[config.mk]
export PLATFORM = sky130hd
export DESIGN_NAME = joystick_deadzone_normalizer
export DESIGN_NICKNAME = d
export VERILOG_FILES = /design/src/sv/jdn_pkg.sv /design/src/sv/joystick_deadzone_normalizer.sv
export SDC_FILE = /design/constraint.sdc
export NUM_CORES = 1
export LEC_CHECK = 0
export ABC_AREA = 1
export BUFFER_PORTS_ARGS = -buffer_cell sky130_fd_sc_hd__buf_2
export CORE_MARGIN = 5
export CORE_UTILIZATION = 69
export CTS_CLUSTER_DIAMETER = 80
export DETAILED_ROUTE_END_ITERATION = 10
export GPL_TIMING_DRIVEN = 0
export PLACE_DENSITY_LB_ADDON = 0.05
export RECOVER_POWER = 50
export SETUP_SLACK_MARGIN = 0.4
export SYNTH_ARGS = -nofsm -noshare
export SYNTH_HDL_FRONTEND = slang
export SYNTH_SLANG_ARGS = --single-unit
[constraint.sdc]
create_clock -name i_clk -period 23.3 [get_ports i_clk]
set_input_delay 2.33 -clock i_clk [delete_from_list [all_inputs] [get_ports i_clk]]
set_output_delay 2.33 -clock i_clk [all_outputs]
set_load 0.02 [all_outputs]
[src/sv/jdn_pkg.sv]
// Package for the joystick dead zone normalizer: item types, register codes,
// reset values and sequencer states.
// No dependencies; used by the top level and its checker.
package jdn_pkg;

    localparam int NUM_CONTROLLERS = 4;

    localparam logic [1:0] CFG_INNER = 2'd0;
    localparam logic [1:0] CFG_OUTER = 2'd1;
    localparam logic [1:0] CFG_START = 2'd2;

    localparam logic [3:0] INNER_RESET = 4'd6;
    localparam logic [3:0] OUTER_RESET = 4'd10;
    localparam logic [6:0] START_RESET = 7'd64;

    localparam logic [14:0] ONE_Q14    = 15'd16384;
    localparam logic [29:0] ONE_SQ     = 30'h1000_0000;
    localparam logic [4:0]  DIV_STEPS  = 5'd23;
    localparam logic [4:0]  ROOT_STEPS = 5'd23;
    localparam logic [4:0]  NORM_STEPS = 5'd16;

    typedef struct packed {
        logic [1:0]        controller;
        logic              no_controller;
        logic signed [7:0] stick_x;
        logic signed [7:0] stick_y;
    } t_in_item;

    typedef struct packed {
        logic signed [15:0] axis_x;
        logic signed [15:0] axis_y;
    } t_out_item;

    typedef enum logic [10:0] {
        S_IDLE = 11'b000_0000_0001,
        S_PREP = 11'b000_0000_0010,
        S_DIVX = 11'b000_0000_0100,
        S_DIVY = 11'b000_0000_1000,
        S_SQX  = 11'b000_0001_0000,
        S_SQY  = 11'b000_0010_0000,
        S_CHK  = 11'b000_0100_0000,
        S_ROOT = 11'b000_1000_0000,
        S_RNX  = 11'b001_0000_0000,
        S_RNY  = 11'b010_0000_0000,
        S_DONE = 11'b100_0000_0000
    } t_state;

endpackage

[src/sv/joystick_deadzone_normalizer.sv]
// Joystick dead zone normalizer: range tracking, dead zones, scaling and
// radial renormalization on one shared subtract/compare unit.
// Depends on jdn_pkg.
// No new input is taken until the item's result is registered at the output,
// and a result still stalled there holds the next one back; an absent
// controller goes straight to the result. The sequencer runs two 23-step divisions
// and, when the vector is renormalized, a 23-step square root and two 16-step divisions.
// Reset (synchronous, active low) restores register defaults and loads the
// start range into every controller's tracked range.
module joystick_deadzone_normalizer import jdn_pkg::*; (
    input  logic      i_clk,
    input  logic      i_rst_n,
    input  logic      i_valid,
    input  t_in_item  i_data,
    output logic      o_stall,
    output logic      o_valid,
    output t_out_item o_data,
    input  logic      i_stall,
    input  logic      i_cfg_valid,
    output logic      o_cfg_ready,
    input  logic [1:0] i_cfg_index,
    input  logic [6:0] i_cfg_data
);

    t_state      r_state;
    logic [3:0]  r_inner, r_outer;
    logic [7:0]  r_range [NUM_CONTROLLERS];
    t_in_item    r_item;
    logic        r_sx, r_sy;
    logic [7:0]  r_magy, r_d;
    logic [14:0] r_qx, r_qy;
    logic [29:0] r_m;
    logic [24:0] r_rem;
    logic [36:0] r_num;
    logic [22:0] r_quo, r_den;
    logic [4:0]  r_cnt;
    logic        r_out_valid;
    t_out_item   r_out;

    logic [24:0] n_rem;
    logic [36:0] n_num;
    logic [22:0] n_quo;

    function automatic logic signed [8:0] dead(input logic signed [7:0] v,
                                               input logic [3:0] dz);
        logic signed [8:0] ve, de;
        ve = 9'(v);
        de = $signed({5'b0, dz});
        if (ve > 0) return (ve < de) ? 9'sd0 : ve - de;
        return (ve > -de) ? 9'sd0 : ve + de;
    endfunction

    function automatic logic [7:0] abs8(input logic signed [7:0] v);
        logic signed [8:0] ve;
        ve = 9'(v);
        return ve[8] ? 8'(-ve) : ve[7:0];
    endfunction

    function automatic logic [22:0] scale_num(input logic [7:0] mag,
                                              input logic [7:0] d);
        return {mag, 15'b0} + {15'b0, d};
    endfunction

    function automatic logic [14:0] clampq(input logic [22:0] q);
        return (q > {8'b0, ONE_Q14}) ? ONE_Q14 : q[14:0];
    endfunction

    function automatic logic [15:0] apply_sign(input logic [14:0] q, input logic s);
        logic [15:0] m;
        m = {1'b0, q};
        return s ? -m : m;
    endfunction

    function automatic logic [36:0] norm_num(input logic [14:0] q, input logic [22:0] s);
        return {q, 22'b0} + {15'b0, s[22:1]};
    endfunction

    // Front end: range widening, dead zones and divisor.
    logic              in_acc, absent;
    logic [7:0]        ax, ay, cur, wid;
    logic signed [8:0] dx, dy;
    logic signed [9:0] dlt;
    logic [7:0]        dv, magx, magy;

    always_comb begin
        in_acc = i_valid && !o_stall;
        absent = i_data.no_controller || (int'(i_data.controller) >= NUM_CONTROLLERS);
        ax  = abs8(r_item.stick_x);
        ay  = abs8(r_item.stick_y);
        cur = r_range[r_item.controller];
        wid = cur;
        if (ax > wid) wid = ax;
        if (ay > wid) wid = ay;
        dx  = dead(r_item.stick_x, r_inner);
        dy  = dead(r_item.stick_y, r_inner);
        dlt = $signed({2'b0, wid}) - $signed({6'b0, r_inner}) - $signed({6'b0, r_outer});
        dv  = (dlt < 10'sd1) ? 8'd1 : dlt[7:0];
        magx = dx[8] ? 8'(-dx) : dx[7:0];
        magy = dy[8] ? 8'(-dy) : dy[7:0];
    end

    // Shared subtract/compare unit: one restoring divide or root step a cycle.
    logic [25:0] sub_a, sub_b;
    logic [26:0] diff;
    logic        ge;
    logic [14:0] mul_a;
    logic [29:0] prod;
    logic [36:0] nrm_x, nrm_y;

    always_comb begin
        if (r_state == S_ROOT) begin
            sub_a = {r_rem[23:0], r_num[36:35]};
            sub_b = {1'b0, r_quo, 2'b01};
            n_num = r_num << 2;
        end else begin
            sub_a = {r_rem, r_num[36]};
            sub_b = {3'b0, r_den};
            n_num = r_num << 1;
        end
        diff  = {1'b0, sub_a} - {1'b0, sub_b};
        ge    = !diff[26];
        n_rem = ge ? diff[24:0] : sub_a[24:0];
        n_quo = {r_quo[21:0], ge};
        mul_a = (r_state == S_SQX) ? r_qx : r_qy;
        prod  = {15'b0, mul_a} * {15'b0, mul_a};
        nrm_x = norm_num(r_qx, n_quo);
        nrm_y = norm_num(r_qy, r_den);
    end

    assign o_stall     = (r_state != S_IDLE);
    assign o_valid     = r_out_valid;
    assign o_data      = r_out;
    assign o_cfg_ready = (r_state == S_IDLE);

    always_ff @(posedge i_clk) begin
        if (!i_rst_n) begin
            r_state     <= S_IDLE;
            r_out_valid <= 1'b0;
            r_inner     <= INNER_RESET;
            r_outer     <= OUTER_RESET;
            for (int i = 0; i < NUM_CONTROLLERS; i++) r_range[i] <= {1'b0, START_RESET};
        end else begin
            if (r_out_valid && !i_stall && r_state != S_DONE) r_out_valid <= 1'b0;

            case (r_state)
                S_IDLE: begin
                    if (in_acc) begin
                        r_item <= i_data;
                        if (absent) begin
                            r_qx    <= '0;
                            r_qy    <= '0;
                            r_sx    <= 1'b0;
                            r_sy    <= 1'b0;
                            r_state <= S_DONE;
                        end else begin
                            r_state <= S_PREP;
                        end
                    end
                end
                S_PREP: begin
                    r_range[r_item.controller] <= wid;
                    r_sx    <= dx[8];
                    r_sy    <= (dy > 9'sd0);
                    r_magy  <= magy;
                    r_d     <= dv;
                    r_rem   <= '0;
                    r_quo   <= '0;
                    r_num   <= {scale_num(magx, dv), 14'b0};
                    r_den   <= {14'b0, dv, 1'b0};
                    r_cnt   <= DIV_STEPS;
                    r_state <= S_DIVX;
                end
                S_DIVX, S_DIVY, S_ROOT, S_RNX, S_RNY: begin
                    if (r_cnt != 5'd1) begin
                        r_rem <= n_rem;
                        r_quo <= n_quo;
                        r_num <= n_num;
                        r_cnt <= r_cnt - 5'd1;
                    end else begin
                        r_quo <= '0;
                        case (r_state)
                            S_DIVX: begin
                                r_rem   <= '0;
                                r_qx    <= clampq(n_quo);
                                r_num   <= {scale_num(r_magy, r_d), 14'b0};
                                r_cnt   <= DIV_STEPS;
                                r_state <= S_DIVY;
                            end
                            S_DIVY: begin
                                r_qy    <= clampq(n_quo);
                                r_state <= S_SQX;
                            end
                            S_ROOT: begin
                                // The quotient fits in 16 bits, so the upper
                                // numerator bits start out as the remainder.
                                r_rem   <= {4'b0, nrm_x[36:16]};
                                r_num   <= {nrm_x[15:0], 21'b0};
                                r_den   <= n_quo;
                                r_cnt   <= NORM_STEPS;
                                r_state <= S_RNX;
                            end
                            S_RNX: begin
                                r_qx    <= clampq(n_quo);
                                r_rem   <= {4'b0, nrm_y[36:16]};
                                r_num   <= {nrm_y[15:0], 21'b0};
                                r_cnt   <= NORM_STEPS;
                                r_state <= S_RNY;
                            end
                            default: begin
                                r_qy    <= clampq(n_quo);
                                r_state <= S_DONE;
                            end
                        endcase
                    end
                end
                S_SQX: begin
                    r_m     <= prod;
                    r_state <= S_SQY;
                end
                S_SQY: begin
                    r_m     <= r_m + prod;
                    r_state <= S_CHK;
                end
                S_CHK: begin
                    if (r_m > ONE_SQ) begin
                        r_rem   <= '0;
                        r_quo   <= '0;
                        r_num   <= {r_m, 7'b0};
                        r_cnt   <= ROOT_STEPS;
                        r_state <= S_ROOT;
                    end else begin
                        r_state <= S_DONE;
                    end
                end
                S_DONE: begin
                    if (!r_out_valid || !i_stall) begin
                        r_out.axis_x <= apply_sign(r_qx, r_sx);
                        r_out.axis_y <= apply_sign(r_qy, r_sy);
                        r_out_valid  <= 1'b1;
                        r_state      <= S_IDLE;
                    end
                end
                default: r_state <= S_IDLE;
            endcase

            if (i_cfg_valid && o_cfg_ready) begin
                case (i_cfg_index)
                    CFG_INNER: r_inner <= i_cfg_data[3:0];
                    CFG_OUTER: r_outer <= i_cfg_data[3:0];
                    CFG_START: begin
                        for (int i = 0; i < NUM_CONTROLLERS; i++) r_range[i] <= {1'b0, i_cfg_data};
                    end
                    default: ;
                endcase
            end
        end
    end

endmodule

==> out/results.ini <==
[floorplanning]
core_area_um2=37500
num_rows=71
die_area_um2=41700
chipHeight_um=204
io_pins=68
initial_core_util_pct=69.4
die_x_um=204

[setup_path]
worstSetupEndpoint=r_m[29]
cpMaxStageDelayCell=fa_1
cp_max_fo=10
critPathCaptureType=flip-flop
worst-endpoint-required_ns=23.62
crit_path_frequent_cell=inv_1
worstReg2RegStart=r_state[2]
worstReg2RegEnd=r_m[29]
worstSetupStartpointType=flip-flop
ff2ff_setup_slack_ns=12.54
arrival_ns=11.08
crit_start=r_state[2]
crit_type=reg -> reg
slowest_delay_ns=0.54
r2r_cells=45

[synthesis]
yosysWarningCount=0
syn_nets=3577
synth_ff_type=edfxtp_1
postSynthCellCount=3191
ys_seq_area_share_pct=32.4
synth_seq_cells=288
avgSynthCellArea_um2=8.15
async_flop_share_pct=0
synth_edf_count=266
synth_cell_types=64
netlist_area_um2=26000

[clocking]
cts-root-buf=clkbuf_16
postCtsHoldBufs=0
cts_made_buffers=30
clk_latency_ns=0.59
cts.path.max_buffers=3
cts_tree=built
htreeDepth=1
cts_resized=0
post_cts_buffers=0
clk_pin_slew_ns=0.07
cts_sinks=288

[final_layout]
layout-drive-gt1-share_pct=5.42
final_cell_mix=nand2_1 (637), inv_1 (497), nor2_1 (336)
antenna_cells=0
nNetsFinal=3683
layoutNonFillerInstCount=3830
final_common_cell=nand2_1
area.growth.synth_to_final_pct=7.64

[global_route]
antenna_found_initial=2
gr-usage-all-layers_pct=35.5
globalRouteOverflowTotal=0
grt_pass1_vias=22800
grt_pass1_wl_um=118000
grt_max_degree=33

[place]
numPortBuffers=66
place_ws_ns=13.16
placedCellCount=3776
place_congestion=1.03
dp_hpwl_um=59700

[timing]
fin_crit_sh_pct=46.2
finalClockSkew_ns=0.0259
fin_crit_ns=10.76
setup_slack_ns=12.54
relSlewSlack_pct=-23.5
setup_viol=0
rsz0062_at_grt=no
setup_tns_ns=0
final_hold_viol_count=0
max_clock_freq_ghz=0.0930
final-max-slew-violation-count=17
worstMarginPinSlew_ns=1.84

[route]
first_iter_violations=2821
dr.pass1.iters=10
routed_wl_um=75100
drc=0
routedWlPerCell_um=19.6
detail-route-antenna-nets=0
viasPerCell=6.05
num_vias=23200

[outcome]
status=complete, but fails checks
violations=capacitance limit, slew limit

[hold_path]
hold_class=reg -> reg

[run]
max_cap_violations=2

[per-stage QoR]
step	hold WS [ns]	util, %	area (µm²)
5_1_grt	0.514	74.7	28000
4_1_cts	0.492	75.2	28200
6_report	0.496	74.7	28000
2_1_floorplan	0.451	-	26000
3_5_place_dp	0.479	72.5	27200
3_3_place_gp	0.474	72.0	27000
[cell usage after synthesis, types with 16 or more instances]
library cell	number	share of area, %
edfxtp_1	266	31
clkbuf_1	60	0.87
o21ai_1	16	0.31
xor2_1	85	2.9
nand4_1	35	0.84
inv_2	18	0.26
a31oi_1	23	0.55
inv_1	494	7.1
nor2_1	333	4.8
nand2_1	634	9.1
ha_1	208	10
a21oi_1	166	3.2
fa_1	145	11
dfxtp_1	22	1.7
xnor2_1	33	1.1
nand3_1	121	2.3
o21ai_0	205	3.9
nor4_1	18	0.43
nor3_1	51	0.98
o21bai_1	28	0.81
[worst min-delay path by stage]
stage            start    endpoint  slack (ns)  depth (start not counted)
2_1_floorplan  r_qx[0]  o_data[16]        0.45                          0
3_3_place_gp   r_qx[0]  o_data[16]        0.47                          0
3_5_place_dp   r_qx[0]  o_data[16]        0.48                          0
4_1_cts        r_qx[0]  o_data[16]        0.49                          0
5_1_grt        r_qx[0]  o_data[16]        0.51                          0
6_report       r_qx[0]  o_data[16]        0.50                          0
[per-layer routing]
metal / GRT usage [%] / vias to the layer above / part of all wire, %
li1: - / 10800 / -
met1: 49.4 / 10800 / 40
met2: 55.1 / 1359 / 44
met3: 6.46 / 260 / 11
met4: 15.8 / 2 / 5.2
met5: 0 / - / 0.017
[area by class of cell]
class,instances,area (µm²)
Tap cell,511,639
Buffer,90,412
Fill cell,2872,9480
Clock inverter,12,159
Inverter,520,1960
Multi-Input combinational cell,2293,15200
Clock buffer,42,856
Sequential cell,288,8430
Timing Repair Buffer,74,368
[worst max-delay path: cells and delay by family, from the launching register on]
kind                     cells  cell delay [ns]
AO/OA/AOI/OAI                6             1.51
adder cells (fa/ha/maj)      8             3.78
buffers and inverters       13             1.99
flip-flops                   1             0.35
AND/OR/NAND/NOR             18             2.82
[flip-flops by register name, indices dropped and copies added (netlist names), 11 cells and up, named ones only]
| register | count |
|---|---|
| r_quo | 23 |
| r_state | 11 |
| r_num | 30 |
| o_data | 32 |
| r_qx | 15 |
| r_qy | 15 |
| r_m | 30 |
| r_range | 32 |
| r_rem | 25 |
| r_den | 23 |
| r_item | 18 |
[kinds of logic (layout without fill, tap and decap cells)]
kind of cell | after synthesis | count (layout) | synth area share, %
AOI/OAI and AO/OA | 564 | 564 | 12.7
and+or+nand+nor | 1258 | 1258 | 20.6
DFF | 288 | 288 | 32.4
adders and majority gates | 353 | 353 | 21.2
xor gates and xnor gates | 118 | 118 | 3.97
buffers and inverters | 610 | 738 | 9.13
Power is left out: the tool's default activity adds up to more than one toggle a clock period on the data nets, which glitch-free logic cannot reach.
